`config.mk`:
```
export PLATFORM = sky130hd
export DESIGN_NAME = pdm_front
export DESIGN_NICKNAME = d
export VERILOG_FILES = /design/src/rtl/pdm_pkg.sv /design/src/rtl/pdm_front.sv
export SDC_FILE = /design/constraint.sdc
export NUM_CORES = 1
export LEC_CHECK = 0
export CAP_MARGIN = 40
export CORE_ASPECT_RATIO = 1.25
export CORE_MARGIN = 2
export CORE_UTILIZATION = 50
export CTS_CLUSTER_DIAMETER = 80
export DETAILED_ROUTE_END_ITERATION = 8
export DONT_BUFFER_PORTS = 1
export PLACE_DENSITY_LB_ADDON = 0.3
export SYNTH_ARGS = -nofsm -noshare
export SYNTH_HDL_FRONTEND = slang
export SYNTH_SLANG_ARGS = --single-unit
```
`constraint.sdc`:
```
create_clock -name clk -period 6.2 [get_ports clk]
set_input_delay 0.62 -clock clk [delete_from_list [all_inputs] [get_ports clk]]
set_output_delay 0.62 -clock clk [all_outputs]
set_load 0.01 [all_outputs]
```
`src/rtl/pdm_pkg.sv`:
```
// pdm_pkg: shared types, constants and codes for the pixel difference mapper
// no dependencies; imported by every rtl file of the block
package pdm_pkg;

	// pixel code and difference widths
	localparam int PIX_W         = 10;
	localparam int DIFF_W        = PIX_W + 1;
	localparam int CODE_BITS_DEF = 10;
	localparam int LANES         = 3;

	// q16 fixed point of the mapping curve
	localparam int Q_FRAC = 16;
	localparam int Q_W    = Q_FRAC + 1;
	localparam logic [Q_W-1:0] Q_ONE = Q_W'(1 << Q_FRAC);
	localparam int PROD_W = Q_W + PIX_W;
	localparam logic [PROD_W:0] ROUND_HALF = (PROD_W + 1)'(1 << (Q_FRAC - 1));

	// iteration counts of the divider and square root pipes
	localparam int DIV_STEPS  = Q_FRAC;
	localparam int SQRT_STEPS = Q_FRAC;

	// pipeline depths
	localparam int FRONT_LAT = 2;
	localparam int LANE_LAT  = 1 + DIV_STEPS + SQRT_STEPS + 3;
	localparam int PIPE_LAT  = FRONT_LAT + LANE_LAT;

	// rec.709 luma weights in q16, summing to one
	localparam int LUMA_PROD_W = 17 + PIX_W;
	localparam int LUMA_SUM_W  = LUMA_PROD_W + 1;
	localparam logic [16:0] LUMA_WT [LANES] = '{17'd13933, 17'd46871, 17'd4732};
	localparam logic [LUMA_SUM_W-1:0] LUMA_HALF = LUMA_SUM_W'(1 << (Q_FRAC - 1));

	// scale limits and reset value
	localparam logic [PIX_W-1:0] SCALE_MIN   = PIX_W'(4);
	localparam logic [PIX_W-1:0] SCALE_RESET = PIX_W'(1023);

	// configuration register indexes
	localparam int CFG_IDX_W = 2;
	localparam logic [CFG_IDX_W-1:0] CFG_DIFF_MODE  = 2'd0;
	localparam logic [CFG_IDX_W-1:0] CFG_GREY_OUT   = 2'd1;
	localparam logic [CFG_IDX_W-1:0] CFG_FULL_SCALE = 2'd2;

	// difference mapping modes
	typedef enum logic [1:0] {
		MODE_LEGACY = 2'd0,
		MODE_LINEAR = 2'd1,
		MODE_SQRT   = 2'd2,
		MODE_SIGNED = 2'd3
	} diff_mode_t;

	// configuration seen by the datapath
	typedef struct packed {
		diff_mode_t       mode;
		logic             grey_out;
		logic [PIX_W-1:0] full_scale;
	} cfg_t;

endpackage

```
`src/rtl/pdm_front.sv`:
```
// pdm_front: luma products and per-lane signed differences, two stages
// depends on pdm_pkg
module pdm_front (
	input  logic                             clk,
	input  logic                             en,
	input  pdm_pkg::cfg_t                    cfg,
	input  logic [pdm_pkg::PIX_W-1:0]        left  [pdm_pkg::LANES],
	input  logic [pdm_pkg::PIX_W-1:0]        right [pdm_pkg::LANES],
	output logic signed [pdm_pkg::DIFF_W-1:0] diff [pdm_pkg::LANES]
);
	import pdm_pkg::*;

	logic [LUMA_PROD_W-1:0] lprod_s1 [LANES];
	logic [LUMA_PROD_W-1:0] rprod_s1 [LANES];
	logic [PIX_W-1:0]       left_s1  [LANES];
	logic [PIX_W-1:0]       right_s1 [LANES];
	logic [LUMA_SUM_W-1:0]  lsum;
	logic [LUMA_SUM_W-1:0]  rsum;
	logic [PIX_W-1:0]       yl;
	logic [PIX_W-1:0]       yr;
	logic signed [DIFF_W-1:0] diff_s2 [LANES];

	// stage 1: weighted channels for both pixels
	always_ff @(posedge clk) begin
		if (en) begin
			for (int c = 0; c < LANES; c++) begin
				lprod_s1[c] <= LUMA_PROD_W'(LUMA_WT[c]) * LUMA_PROD_W'(left[c]);
				rprod_s1[c] <= LUMA_PROD_W'(LUMA_WT[c]) * LUMA_PROD_W'(right[c]);
				left_s1[c]  <= left[c];
				right_s1[c] <= right[c];
			end
		end
	end

	// luma with rounding
	always_comb begin
		lsum = LUMA_HALF;
		rsum = LUMA_HALF;
		for (int c = 0; c < LANES; c++) begin
			lsum = lsum + LUMA_SUM_W'(lprod_s1[c]);
			rsum = rsum + LUMA_SUM_W'(rprod_s1[c]);
		end
		yl = lsum[Q_FRAC +: PIX_W];
		yr = rsum[Q_FRAC +: PIX_W];
	end

	// stage 2: lane 0 takes the luma difference in grey mode
	always_ff @(posedge clk) begin
		if (en) begin
			for (int c = 0; c < LANES; c++) begin
				if (c == 0 && cfg.grey_out) begin
					diff_s2[c] <= $signed({1'b0, yl}) - $signed({1'b0, yr});
				end else begin
					diff_s2[c] <= $signed({1'b0, left_s1[c]})
						- $signed({1'b0, right_s1[c]});
				end
			end
		end
	end

	assign diff = diff_s2;

endmodule

```
==> results of run 1 <==
==> synth_stat cells, types with 24 or more instances <==
cell type and count:
o21ai_0 56, a21o_1 56, fa_1 275, xor2_1 42, a21oi_1 116, nor3_1 33, o21bai_1 24, inv_1 691
nor2_1 96, xnor2_1 108, ha_1 559, edfxtp_1 227, nand2_1 63
==> metrics by stage <==
step / hold WS [ps] / area (um2) / std cells / utilization, % / setup slack [ps]
floorplan: 631.2 / 27160 / 2582 / - / 1056
global placement: 648.0 / 28070 / 3306 / 52.24 / 708.4
detailed placement: 661.6 / 28070 / 3306 / 52.24 / 695.4
CTS: 125.0 / 28920 / 3354 / 53.83 / 822.4
global route: 129.1 / 28920 / 3354 / 53.83 / 501.2
finish: 159.2 / 28920 / 3354 / 53.83 / 820.3
==> final cells by class <==
type | count | area, um2 | area share [%]
repair buffers | 1 | 7.507 | 0.02596
clock inverters | 20 | 172.7 | 0.5971
inverters | 691 | 2594 | 8.969
flip-flops and latches | 227 | 6817 | 23.57
clock buffers | 28 | 679.4 | 2.349
multi-input cells | 1660 | 17740 | 61.34
well taps | 727 | 909.6 | 3.145
==> registers in the layout, summed over array words and instances, names as in the netlist <==
name,cells
right_s1,30
lprod_s1,67
rprod_s1,67
diff,33
left_s1,30
==> worst max-delay path, cell delays in order, from the launching register on <==
cell and delay (ps):
edfxtp_1 320, inv_1 60, fa_1 530, inv_1 40, ha_1 290, ha_1 310, a21o_1 160, a21o_1 170
a21o_1 180, a221oi_2 320, o21ai_0 260, and2_1 250, o21a_1 180, nor2_1 110, xnor2_1 150, ha_1 300
a21o_1 200, a21oi_1 210, o21bai_1 80, a21oi_1 240, o21bai_1 90, a21oi_1 240, o21bai_1 90, a21oi_1 300
a211o_1 180
==> how the worst max path moves through the flow <==
stage                            endpoint  slack, ps  depth (start not counted)
after detailed placement  rprod_s1[0][50]        700                         16
after floorplan           rprod_s1[0][51]       1060                         18
after global placement    rprod_s1[0][50]        710                         16
after CTS                        diff[32]        820                         24
final                            diff[32]        820                         24
after global routing             diff[32]        500                         25
==> cells by family after synthesis <==
kind of cell | share of synthesized area (%)
simple gates | 5.348
compound gates | 8.959
mux | 0.1474
buf+inv | 9.603
fa+ha+maj | 46.01
xor+xnor | 4.836
flops | 25.09
==> cells in the final DEF (no fill, tap or decap), types with 12 or more instances in the layout <==
cell type,count
inv_1,691
ha_1,559
fa_1,275
edfxtp_1,227
a21oi_1,116
xnor2_1,108
nor2_1,96
nand2_1,63
a21o_1,56
o21ai_0,56
xor2_1,42
nor3_1,33
clkbuf_16,27
o21bai_1,24
nand3_1,21
nor2b_1,21
a21boi_0,17
o21a_1,16
nand2b_1,14
a31oi_1,12
==> metal layers <==
metal  track usage (%)  share of wire (%)  vias to the layer above
li1                  -                  -                     8521
met1             24.49                 39                     8553
met2             39.94                 54                      236
met3             2.002                2.7                       88
met4             8.486                4.3                        0
met5                 0                  0                        -
==> impl_metrics.csv, run 1 <==
group,metric,value,unit
critical_path,ff2ff_setup_slack,820,ps
drt,antenna_left,0,
cts,htree_levels,1,
drt,drt_iter0_markers,672,
sta,period_minus_slack,5380,ps
grt,overflow,0,
critical_path,startpoint_type,"flip-flop",
sta,rsz0062_at_grt,"false",
sta,max_slew_margin,42.75,%
placed_design,gp_congestion,0.8759,
critical_path,timing.critical_path.to_type,"flip-flop",
synth,synthTopCellsByArea,"ha_1 (26%), edfxtp_1 (25%), fa_1 (20%)",
synth,synth_top_area_cell,"ha_1",
grt,grt_pass1_vias,18770,
worst_hold_path,hold_class,"input pin to flip-flop",
sta,finalClockSkew,8.307,ps
synth,synth_cells,2582,
floorplan,fp.dieW,212.5,um
synth,ys_ff_latch,227,
floorplan,core,53730,um2
cts,cts_tree,"built",
grt,grt_pass1_wl,93.67,mm
cts,root_buffer,"clkbuf_16",
critical_path,cp.required,6620,ps
synth,synth-edff-count,227,
synth,synth_seq_area_share,25.09,%
synth,avgSynthCellArea,10.52,um2
cts,cts-resized-gates,0,
synth,synthFlopType,"edfxtp_1",
cts,cts_hold_buf,0,
sta,min_period_over_period,86.77,%
cts,cts_buffers,27,
cts,cts_setup_buffers,0,
worst_hold_path,min_from,"left[0]",
sta,finalSetupViolations,0,
run_status,status,"finished, final reports clean",
critical_path,r2r_cells,24,
critical_path,r2r-start,"lprod_s1[0][12]",
cells_and_area,drive_gt1_share,2.855,%
floorplan,die-area,56220,um2
drt,via_count,17400,
floorplan,io_pins,108,
run,maxCapViolations,0,
placed_design,numPortBuffers,0,
grt,track_usage,21.23,%
sta,worst_slew_pin_slew,858.7,ps
cts,clk_pin_slew,60,ps
sta,setup_tns,0,ps
critical_path,r2r-end,"diff[32]",
sta,fmax,185.9,MHz
worst_hold_path,min_delay_path_depth,0,
cts,cts_sinks,227,
critical_path,worstSetupStartpoint,"lprod_s1[0][12]",
floorplan,initial_core_util,50.56,%
synth,yosysTopAreaCellShare,25.75,%
synth,async_reset_ff_share,0,%
critical_path,setup.worst_path.class,"flip-flop to flip-flop",
drt,avgViaCountPerCell,5.187,
cells_and_area,fill_cells,4831,
floorplan,die_h,264.6,um
sta,final-hold-violation-count,0,
synth,netlist_area,27160,um2
cts,clk_latency,550,ps
placed_design,hpwl,48.17,mm
critical_path,crit_fanout,3,
grt,grt_max_degree,228,
sta,maxSlewViolCount,0,
drt,drc_errors,0,
cells_and_area,fin_nets,3517,
floorplan,fp-row-count,95,
synth,synth.distinct_cells,64,
cells_and_area,diodes,0,
cts,cts.path.max_buffers,3,
drt,drt_wl_total,56.48,mm
cells_and_area,area_growth_syn_to_layout,6.458,%
drt,drt_pass1_iterations,5,
drt,avgRoutedWirePerCell,16.84,um
grt,antenna_found_initial,0,
synth,synth_nets,3491,
synth,yosysWarnings,0,
critical_path,worstPathArrival,5800,ps
worst_hold_path,holdPathEnd,"left_s1[0][20]",
Power of run 1 is left out: the tool's default activity adds up to more than one toggle a clock period on the data nets, which glitch-free logic cannot reach.
==> run 2: changes to the inputs <==
CAP_MARGIN = not set   (was 40)
REMOVE_ABC_BUFFERS = 1   (was not set)
==> impl_metrics.csv, run 2 (synthesis results as in run 1) <==
group,metric,value,unit
run_status,status,"finished, final reports clean",
cells_and_area,drive_gt1_share,3.004,%
placed_design,hpwl,48.40,mm
cells_and_area,layout_commonest_cell,"inv_1",
floorplan,die-area,56220,um2
sta,maxSlewViolCount,0,
cts,cts_sinks,227,
sta,min_period_over_period,88.85,%
drt,avgRoutedWirePerCell,16.92,um
cells_and_area,fin_nets,3517,
cts,root_buffer,"clkbuf_16",
critical_path,cpMaxStageDelayCell,"a211oi_1",
sta,rsz0062_at_grt,"false",
cts,cts_buffers,28,
grt,grt_pass1_wl,94.56,mm
critical_path,cp_cell_sequence,"inv_1, fa_1, inv_1, ha_1, ha_1, a211o_1, a211oi_1, o21ai_0, and2_1, o21a_1, nor2_1, xnor2_1, ha_1, a21o_1, a21oi_1, o21bai_1, a21oi_1, o21bai_1, a21oi_1, o21bai_1, a21oi_1, a211o_1",
grt,grt_pass1_vias,19250,
placed_design,gp_congestion,0.8778,
cts,cts-resized-gates,0,
grt,track_usage,21.29,%
critical_path,cpPeakStageDelay,570,ps
cts,clk_pin_slew,70,ps
floorplan,initial_core_util,50.56,%
critical_path,cp.required,6620,ps
cts,cts.path.max_buffers,3,
drt,drt_iter0_markers,713,
placed_design,numPortBuffers,0,
cts,cts_hold_buf,0,
floorplan,io_pins,108,
critical_path,timing.critical_path.to_type,"flip-flop",
floorplan,fp-row-count,95,
sta,setup_tns,0,ps
drt,drc_errors,0,
critical_path,startpoint_type,"flip-flop",
grt,grt_max_degree,228,
floorplan,fp.dieW,212.5,um
critical_path,worstPathArrival,5930,ps
drt,drt_pass1_iterations,5,
sta,period_minus_slack,5509,ps
sta,final-hold-violation-count,0,
run,maxCapViolations,0,
sta,max_slew_margin,56.58,%
worst_hold_path,hold_class,"input pin to flip-flop",
drt,via_count,17490,
cts,htree_levels,1,
cells_and_area,diodes,0,
sta,fmax,181.5,MHz
critical_path,crit_fanout,3,
cells_and_area,area_growth_syn_to_layout,6.918,%
critical_path,cp_common_cell,"a21oi_1",
drt,antenna_left,0,
grt,overflow,0,
drt,avgViaCountPerCell,5.210,
critical_path,setup.worst_path.class,"flip-flop to flip-flop",
sta,finalSetupViolations,0,
cells_and_area,final_cell_mix,"inv_1 (691), ha_1 (559), fa_1 (275)",
sta,finalClockSkew,16.96,ps
cts,cts_tree,"built",
cts,cts_setup_buffers,0,
drt,drt_wl_total,56.81,mm
floorplan,die_h,264.6,um
floorplan,core,53730,um2
grt,antenna_found_initial,0,
sta,worst_slew_pin_slew,647.5,ps
cts,clk_latency,570,ps
run 2: changes by cell type in the layout (fill, tap and decap cells not counted), sizes merged:
cell and delta:
buf -1, clkbuf +1, clkinv +1, bufinv +2
run 2: cell type report:
| class | instances | area [um2] |
|---|---|---|
| fillers | 4809 | 24680 |
| multi-input cells | 1660 | 17740 |
| clock buffers | 29 | 725.7 |
| inverters | 691 | 2594 |
| flip-flops and latches | 227 | 6817 |
| clock inverters | 23 | 259.0 |
| well taps | 727 | 909.6 |
run 2: metal layers:
| layer | GRT usage (%) | part of all wire [%] | vias up |
|---|---|---|---|
| li1 | - | - | 8529 |
| met1 | 23.87 | 38 | 8632 |
| met5 | 0 | 0 | - |
| met3 | 2.204 | 2.7 | 106 |
| met4 | 9.545 | 4.9 | 0 |
| met2 | 40.20 | 54 | 224 |
run 2: final timing paths:
kind	from	end	slack [ps]	cells after the start
min reg2reg	right_s1[0][10]	diff[11]	650	2
min	left[0]	left_s1[0][20]	150	0
max reg2reg	lprod_s1[0][7]	diff[32]	690	22
max	lprod_s1[0][7]	diff[32]	690	22
run 2: worst max-delay path: cells and delay by family (launching register included):
kind                       cells  cell delay [ps]
AOI/OAI and AO/OA             13             2950
adders and majority gates      4             1440
and+or+nand+nor                2              390
DFF                            1              330
xor gates and xnor gates       1              160
buffers and inverters          2              110
run 2: stage by stage:
step | cell area [um2] | setup WS [ps] | util [%] | cells | hold WS (ps)
after CTS | 29040 | 606.7 | 54.06 | 3357 | 124.5
after floorplan | 27150 | 1056 | - | 2578 | 631.2
after global routing | 29040 | 318.4 | 54.06 | 3357 | 130.8
final | 29040 | 691.1 | 54.06 | 3357 | 147.7
after detailed placement | 28060 | 677.8 | 52.23 | 3305 | 651.9
after global placement | 28060 | 707.6 | 52.23 | 3305 | 650.7
Power of run 2 is left out for the same reason.
