--- src/rtl/pdm_pkg.sv ---
// pdm_pkg: shared types, constants and codes for the pixel difference mapper
// no dependencies; imported by every rtl file of the block
package pdm_pkg;

	// pixel code and difference widths
	localparam int PIX_W         = 10;
	localparam int DIFF_W        = PIX_W + 1;
	localparam int CODE_BITS_DEF = 10;
	localparam int LANES         = 3;

	// q16 fixed point of the mapping curve
	localparam int Q_FRAC = 16;
	localparam int Q_W    = Q_FRAC + 1;
	localparam logic [Q_W-1:0] Q_ONE = Q_W'(1 << Q_FRAC);
	localparam int PROD_W = Q_W + PIX_W;
	localparam logic [PROD_W:0] ROUND_HALF = (PROD_W + 1)'(1 << (Q_FRAC - 1));

	// iteration counts of the divider and square root pipes
	localparam int DIV_STEPS  = Q_FRAC;
	localparam int SQRT_STEPS = Q_FRAC;

	// pipeline depths
	localparam int FRONT_LAT = 2;
	localparam int LANE_LAT  = 1 + DIV_STEPS + SQRT_STEPS + 3;
	localparam int PIPE_LAT  = FRONT_LAT + LANE_LAT;

	// rec.709 luma weights in q16, summing to one
	localparam int LUMA_PROD_W = 17 + PIX_W;
	localparam int LUMA_SUM_W  = LUMA_PROD_W + 1;
	localparam logic [16:0] LUMA_WT [LANES] = '{17'd13933, 17'd46871, 17'd4732};
	localparam logic [LUMA_SUM_W-1:0] LUMA_HALF = LUMA_SUM_W'(1 << (Q_FRAC - 1));

	// scale limits and reset value
	localparam logic [PIX_W-1:0] SCALE_MIN   = PIX_W'(4);
	localparam logic [PIX_W-1:0] SCALE_RESET = PIX_W'(1023);

	// configuration register indexes
	localparam int CFG_IDX_W = 2;
	localparam logic [CFG_IDX_W-1:0] CFG_DIFF_MODE  = 2'd0;
	localparam logic [CFG_IDX_W-1:0] CFG_GREY_OUT   = 2'd1;
	localparam logic [CFG_IDX_W-1:0] CFG_FULL_SCALE = 2'd2;

	// difference mapping modes
	typedef enum logic [1:0] {
		MODE_LEGACY = 2'd0,
		MODE_LINEAR = 2'd1,
		MODE_SQRT   = 2'd2,
		MODE_SIGNED = 2'd3
	} diff_mode_t;

	// configuration seen by the datapath
	typedef struct packed {
		diff_mode_t       mode;
		logic             grey_out;
		logic [PIX_W-1:0] full_scale;
	} cfg_t;

endpackage

--- src/rtl/pdm_lane.sv ---
// pdm_lane: maps one signed difference to an output code, 36 stages
// depends on pdm_pkg; a restoring divider and a digit square root pipe
module pdm_lane #(
	parameter int CODE_BITS = pdm_pkg::CODE_BITS_DEF
) (
	input  logic                              clk,
	input  logic                              en,
	input  pdm_pkg::cfg_t                     cfg,
	input  logic signed [pdm_pkg::DIFF_W-1:0] diff,
	output logic [pdm_pkg::PIX_W-1:0]         code
);
	import pdm_pkg::*;

	localparam logic [PIX_W-1:0] MAXC = PIX_W'((1 << CODE_BITS) - 1);
	localparam logic [PIX_W-1:0] MIDC = MAXC >> 1;
	localparam int REM_W = SQRT_STEPS + 1;
	localparam int CUR_W = REM_W + 2;

	typedef struct packed {
		logic             sat;
		logic             neg;
		logic [PIX_W-1:0] leg;
	} meta_t;

	logic [PIX_W-1:0] mag;
	logic [PIX_W:0]   dbl;
	logic [PIX_W-1:0] leg_c;
	logic [PIX_W-1:0] a_c;
	logic [PIX_W-1:0] s_c;

	logic [PIX_W-1:0]     drem_s  [0:DIV_STEPS];
	logic [PIX_W-1:0]     dden_s  [0:DIV_STEPS];
	logic [DIV_STEPS-1:0] dq_s    [0:DIV_STEPS];
	meta_t                dmeta_s [0:DIV_STEPS];
	logic [Q_W-1:0]       x_c;

	logic [SQRT_STEPS-1:0] sroot_s [1:SQRT_STEPS];
	logic [REM_W-1:0]      srem_s  [1:SQRT_STEPS];
	logic [DIV_STEPS-1:0]  srad_s  [1:SQRT_STEPS];
	logic [Q_W-1:0]        sx_s    [1:SQRT_STEPS];
	meta_t                 smeta_s [1:SQRT_STEPS];

	logic [Q_W-1:0]    y_c;
	logic [Q_W-1:0]    y_s34;
	meta_t             meta_s34;
	logic [PIX_W-1:0]  coef;
	logic [PROD_W-1:0] prod_s35;
	meta_t             meta_s35;
	logic [PROD_W:0]   rsum;
	logic [PIX_W-1:0]  v;
	logic [PIX_W-1:0]  code_c;
	logic [PIX_W-1:0]  code_s36;

	// magnitude, legacy result, clamped magnitude and scale
	always_comb begin
		mag   = diff[DIFF_W-1] ? PIX_W'(-diff) : PIX_W'(diff);
		dbl   = {mag, 1'b0};
		leg_c = (dbl > {1'b0, MAXC}) ? MAXC : dbl[PIX_W-1:0];
		a_c   = (mag > MAXC) ? MAXC : mag;
		if (cfg.full_scale < SCALE_MIN) begin
			s_c = SCALE_MIN;
		end else if (cfg.full_scale > MAXC) begin
			s_c = MAXC;
		end else begin
			s_c = cfg.full_scale;
		end
	end

	// stage 1: load the divider
	always_ff @(posedge clk) begin
		if (en) begin
			drem_s[0]  <= a_c;
			dden_s[0]  <= s_c;
			dq_s[0]    <= '0;
			dmeta_s[0] <= '{sat: (a_c >= s_c), neg: diff[DIFF_W-1], leg: leg_c};
		end
	end

	// stages 2..17: one quotient bit each
	for (genvar k = 1; k <= DIV_STEPS; k++) begin : g_div
		logic [PIX_W:0] cur;
		logic           ge;
		assign cur = {drem_s[k-1], 1'b0};
		assign ge  = cur >= {1'b0, dden_s[k-1]};
		always_ff @(posedge clk) begin
			if (en) begin
				drem_s[k]  <= ge ? PIX_W'(cur - {1'b0, dden_s[k-1]}) : cur[PIX_W-1:0];
				dden_s[k]  <= dden_s[k-1];
				dq_s[k]    <= {dq_s[k-1][DIV_STEPS-2:0], ge};
				dmeta_s[k] <= dmeta_s[k-1];
			end
		end
	end

	// q16 ratio, saturated at one
	assign x_c = dmeta_s[DIV_STEPS].sat ? Q_ONE : {1'b0, dq_s[DIV_STEPS]};

	// stages 18..33: one root bit each, low half of the radicand is zero
	for (genvar j = 1; j <= SQRT_STEPS; j++) begin : g_sqrt
		logic [SQRT_STEPS-1:0] root_p;
		logic [REM_W-1:0]      rem_p;
		logic [DIV_STEPS-1:0]  rad_p;
		logic [Q_W-1:0]        x_p;
		meta_t                 meta_p;
		logic [CUR_W-1:0]      cur;
		logic [CUR_W-1:0]      trial;
		logic                  ge;
		if (j == 1) begin : g_first
			assign root_p = '0;
			assign rem_p  = '0;
			assign rad_p  = x_c[DIV_STEPS-1:0];
			assign x_p    = x_c;
			assign meta_p = dmeta_s[DIV_STEPS];
		end else begin : g_next
			assign root_p = sroot_s[j-1];
			assign rem_p  = srem_s[j-1];
			assign rad_p  = srad_s[j-1];
			assign x_p    = sx_s[j-1];
			assign meta_p = smeta_s[j-1];
		end
		assign cur   = {rem_p, rad_p[DIV_STEPS-1 -: 2]};
		assign trial = {1'b0, root_p, 2'b01};
		assign ge    = cur >= trial;
		always_ff @(posedge clk) begin
			if (en) begin
				sroot_s[j] <= {root_p[SQRT_STEPS-2:0], ge};
				srem_s[j]  <= ge ? REM_W'(cur - trial) : REM_W'(cur);
				srad_s[j]  <= {rad_p[DIV_STEPS-3:0], 2'b00};
				sx_s[j]    <= x_p;
				smeta_s[j] <= meta_p;
			end
		end
	end

	// round the root to nearest, one when saturated, or pass the ratio in linear mode
	always_comb begin
		if (cfg.mode == MODE_LINEAR) begin
			y_c = sx_s[SQRT_STEPS];
		end else if (smeta_s[SQRT_STEPS].sat) begin
			y_c = Q_ONE;
		end else if (srem_s[SQRT_STEPS] > {1'b0, sroot_s[SQRT_STEPS]}) begin
			y_c = {1'b0, sroot_s[SQRT_STEPS]} + Q_W'(1);
		end else begin
			y_c = {1'b0, sroot_s[SQRT_STEPS]};
		end
	end

	// stage 34: curve value
	always_ff @(posedge clk) begin
		if (en) begin
			y_s34    <= y_c;
			meta_s34 <= smeta_s[SQRT_STEPS];
		end
	end

	// stage 35: scale to full or half range
	assign coef = (cfg.mode == MODE_SIGNED) ? MIDC : MAXC;

	always_ff @(posedge clk) begin
		if (en) begin
			prod_s35 <= PROD_W'(y_s34) * PROD_W'(coef);
			meta_s35 <= meta_s34;
		end
	end

	// stage 36: round and pick the mode result
	always_comb begin
		rsum = (PROD_W + 1)'(prod_s35) + ROUND_HALF;
		v    = rsum[Q_FRAC +: PIX_W];
		case (cfg.mode)
			MODE_LEGACY: code_c = meta_s35.leg;
			MODE_SIGNED: code_c = meta_s35.neg ? (MIDC - v) : (MIDC + v);
			default:     code_c = v;
		endcase
	end

	always_ff @(posedge clk) begin
		if (en) begin
			code_s36 <= code_c;
		end
	end

	assign code = code_s36;

endmodule

--- config.mk ---
export PLATFORM = sky130hd
export DESIGN_NAME = pdm_lane
export DESIGN_NICKNAME = d
export VERILOG_FILES = /design/src/rtl/pdm_pkg.sv /design/src/rtl/pdm_lane.sv
export SDC_FILE = /design/constraint.sdc
export NUM_CORES = 2
export LEC_CHECK = 0
export BUFFER_PORTS_ARGS = -buffer_cell sky130_fd_sc_hd__buf_2
export CAP_MARGIN = 20
export CORE_UTILIZATION = 50
export CTS_CLUSTER_DIAMETER = 50
export DETAILED_ROUTE_END_ITERATION = 12
export HOLD_SLACK_MARGIN = 0.03
export PLACE_DENSITY_LB_ADDON = 0.05
export SYNTH_ARGS = -nofsm -noshare
export SYNTH_HDL_FRONTEND = slang
export SYNTH_SLANG_ARGS = --single-unit
export TNS_END_PERCENT = 10
--- constraint.sdc ---
create_clock -name clk -period 14.7 [get_ports clk]
set_input_delay 0.735 -clock clk [delete_from_list [all_inputs] [get_ports clk]]
set_output_delay 0.735 -clock clk [all_outputs]
set_load 0.05 [all_outputs]
==> summary.md <==
| Metric | Value |
|---|---|
| Part of the power in registers | 41.7% |
| Tightest Hold Check Type | input port to flop |
| Status | complete, no violations |
| Initial antenna violation count | 0 |
| Async SR Flop Fraction | 0% |
| Root Driver | clkbuf_16 |
| Final net count | 5396 |
| Hold_buf cts | 0 |
| Hpwl dp | about 72000 um |
| Final Hold Fails | 0 |
| CTS Buffer Depth | 3 |
| Height of the die | 374.8 um |
| Max Cap Viol | 0 |
| Simple-Gate Fraction of Synth Area | between 5 and 6% |
| Comb pwr share | 27.5% |
| Largest family of logic cells by synthesized area | adder cells |
| Area leader, netlist | edfxtp_1 |
| Core area | approximately 140000 um2 |
| Post-Layout Inst Area | 77860 um2 |
| Mux cell area share after synthesis | 2.892% |
| Starting Density | between 50% and 60% |
| CP Capture Type | flop |
| Most common cell on crit path | fa_1 |
| Max Slew Vio Count | 0 |
| Unique masters post-synth | 78 |
| Pleak | approximately 30 nW |
| Worst slew pin tran | 1068 ps |
| Final hold slack | 172.7 ps |
| Die area | 140400 um2 |
| WHS Path Cells | 1 |
| CP Data Arrival Time | 6270 ps |
| Largest net degree at the start of global routing | 186 |
| Worst Reg2Reg Path Length in Cells | 16 |
| Starting DRT DRC Count | 1900 |
| Synth top area cells | edfxtp_1 67%, ha_1 6.9%, fa_1 3.6% |
| Final TNS setup | 0 ps |
| Total CTS buffers | 174 |
| PwrDens | 183.3 nW/um2 |
| Ys flop type | edfxtp_1 |
| Critical-path top delay cell | fa_1 |
| P_sw | 4.129 mW |
| Via-to-Cell Ratio | 5.133 |
| Flops & latches, synth | ~1600 |
| Placed Cells | 6478 |
| RSZ-0062 raised after global routing | no |
| Synth Net Count | 5224 |
| Most frequent cells after synthesis | 1550 x edfxtp_1, 547 x inv_1, 384 x ha_1, 209 x nor2_1, 182 x xnor2_1 |
| Crit start category | flop |
| Crit path cell chain | inv_1 -> fa_1 -> fa_1 -> inv_1 -> fa_1 -> fa_1 -> fa_1 -> ha_1 -> a211oi_1 -> o21bai_1 -> a21o_1 -> a221o_1 -> a21oi_1 -> o211ai_1 -> a31o_1 -> o211a_1 |
| Number of global-route vias before repair | ~35000 |
| PortBufs | 34 |
| First-pass GRT wire length | about 180000 um |
| Post-CTS resize count | 0 |
| Switching Share | between 20% and 30% |
| R2R Setup Slk | 8960 ps |
| Count leader, synth | edfxtp_1 |
| Max Fclk | 174.3 MHz |
| Synth Area in Adders | 10.49% |
| Worst-skew pair later-pin latency | 780 ps |
| Clk slew on worst S/H paths | 60 ps |
| Sequential share of the synthesized area | 66.99% |
| Post-DP Area | 71900 um2 |
| CTS tree | yes |
| Area fraction of the dominant cell type after synthesis | 66.99% |
| EDFF count, synth | 1550 |
| Final period util | around 40% |
| Crit Path Max Fanout | 4 |
| Peak supply drop | between 200 and 300 uV |
| Fillers | 10899 |
| GRT Overall Usage | 15.64% |
| Share of layout cells above drive strength 1 | 9.011% |
| Diode count | 0 |
| Post-CTS Setup Inserts | 0 |
| Worst slew margin | 28.81% |
| Crit-path max cell delay | 600 ps |
| Compound-Gate Fraction of Synth Area | approximately 6.4% |
| Clk pwr share | 30.8% |
| DRT Wirelength | 106800 um |
| CTS Sinks | between 1500 and 2000 |
| Die Wd | 374.8 um |
| GRT Residual Overflow | 0 |
| Critical Path Stages | 16 |
| Area growth, synth to finish | 12.07% |
| Synth Instances | 4690 |
| Critical path buffers and inverters | 2 |
| Final Wtd Congestion | 0.7858 |
| Worst EP required | 15230 ps |
| Routed Antenna Nets | 0 |
| Syn Std Cell Area | 69480 um2 |
| Post-Synth XOR/XNOR Area | 3.996% |
| Synth warn | 0 |
| Clock skew | 29.62 ps |
| Vias | 34899 |
| Top cell family by delay on the critical path | adder cells |
| Int Pwr | between 10 and 15 mW |
| Final setup violation count | 0 |
| Mean post-synth cell area | between 10 and 15 um2 |
| Rows | 136 |
| Drt drc | 0 |
| Wire length per cell | about 16 um |
| Post-route minimum period | 5737 ps |
| Setup CP Type | flop to flop |
| Post-route insts no fill | 6799 |
| DR pass1 iterations | 7 |
| H-tree depth | 4 |
| I/O Pins | 36 |
## stage by stage
stage | worst slack (ps) | power [mW] | util [%]
finish | 8963 | 14.27 | 56.56
global route | 8525 | 15.28 | 56.56
CTS | 8886 | 14.51 | 56.53
detailed placement | 8226 | 10.02 | 52.23
global placement | 8239 | 9.967 | 52.22
floorplan | 8582 | 9.060 | -
## layer usage
layer | track usage [%] | vias to the layer above | share of wire (%)
li1 | - | 17493 | -
met2 | 26.52 | 400 | 50
met3 | 2.811 | 175 | 3.0
met1 | 20.18 | 16831 | 45
met5 | 0 | - | 0
met4 | 5.521 | 0 | 2.4
## path summary, 6_finish.rpt
| path | end | start |
|---|---|---|
| min | drem_s[0][0] | diff[0] |
| max | prod_s35[25] | y_s34[4] |
| max reg2reg | prod_s35[25] | y_s34[4] |
| min reg2reg | smeta_s[16][8] | smeta_s[15][8] |
## state kept, by name, summed over array words and instances, names as in the netlist
name	flops
code	10
dden_s	160
dmeta_s	204
dq_s	136
drem_s	160
meta_s34	11
meta_s35	11
prod_s35	11
smeta_s	181
srem_s	246
sroot_s	136
sx_s	267
y_s34	17
## cell families after synthesis
logic type	count (synthesis)
DFF	1550
and+or+nand+nor	800
AOI/OAI and AO/OA	709
buffers and inverters	624
adders and majority gates	508
xor gates and xnor gates	317
muxes	181
other	1
## worst register-to-register path: cells and delay by family, from the launching register on
kind / cells / cell delay [ps]
AO/OA/AOI/OAI: 8 / 1810
flip-flops: 1 / 510
buffers and inverters: 2 / 320
adder cells (fa/ha/maj): 6 / 2880
## layout by cell type, fill, tap and decap left out, types with 12 or more instances in the layout
cell type	count
edfxtp_1	1550
inv_1	547
ha_1	384
nor2_1	209
xnor2_1	182
a21oi_1	177
clkbuf_16	177
nand2_1	169
xor2_1	135
fa_1	124
o21ai_1	106
o21ai_0	91
a21o_1	89
mux2_2	85
mux2_1	73
nor2b_1	66
nor3_1	62
nand2b_1	61
o21a_1	45
nand3_1	43
nand4_1	43
nor4_1	33
buf_2	33
a31oi_1	31
clkinv_1	31
a211oi_1	28
o21bai_1	28
clkinv_2	27
bufinv_16	25
or3_1	23
mux2i_1	23
clkbuf_1	19
inv_2	18
and2_1	18
a2111oi_0	15
or2_1	14
a31o_1	14
buf_4	14
clkinvlp_4	13
o31ai_1	12
## layout make-up
type / instances / area, um2 / area share (%)
clock inverters: 123 / 1428 / 1.833
flip-flops and latches: 1550 / 46540 / 59.78
clock buffers: 196 / 4501 / 5.780
multi-input cells: 2516 / 20600 / 26.45
inverters: 565 / 2121 / 2.724
well taps: 1794 / 2245 / 2.883
repair buffers: 55 / 429.2 / 0.5512
## power by group through the flow
stage	Clock, mW	Combinational (mW)	Sequential (mW)
2_1_floorplan	0	3.10	5.96
3_3_place_gp	0	3.92	6.04
3_5_place_dp	0	3.97	6.05
4_1_cts	4.54	4.01	5.97
5_1_grt	4.70	4.56	6.02
6_report	4.39	3.93	5.95
(Power assumes the default switching activity.)
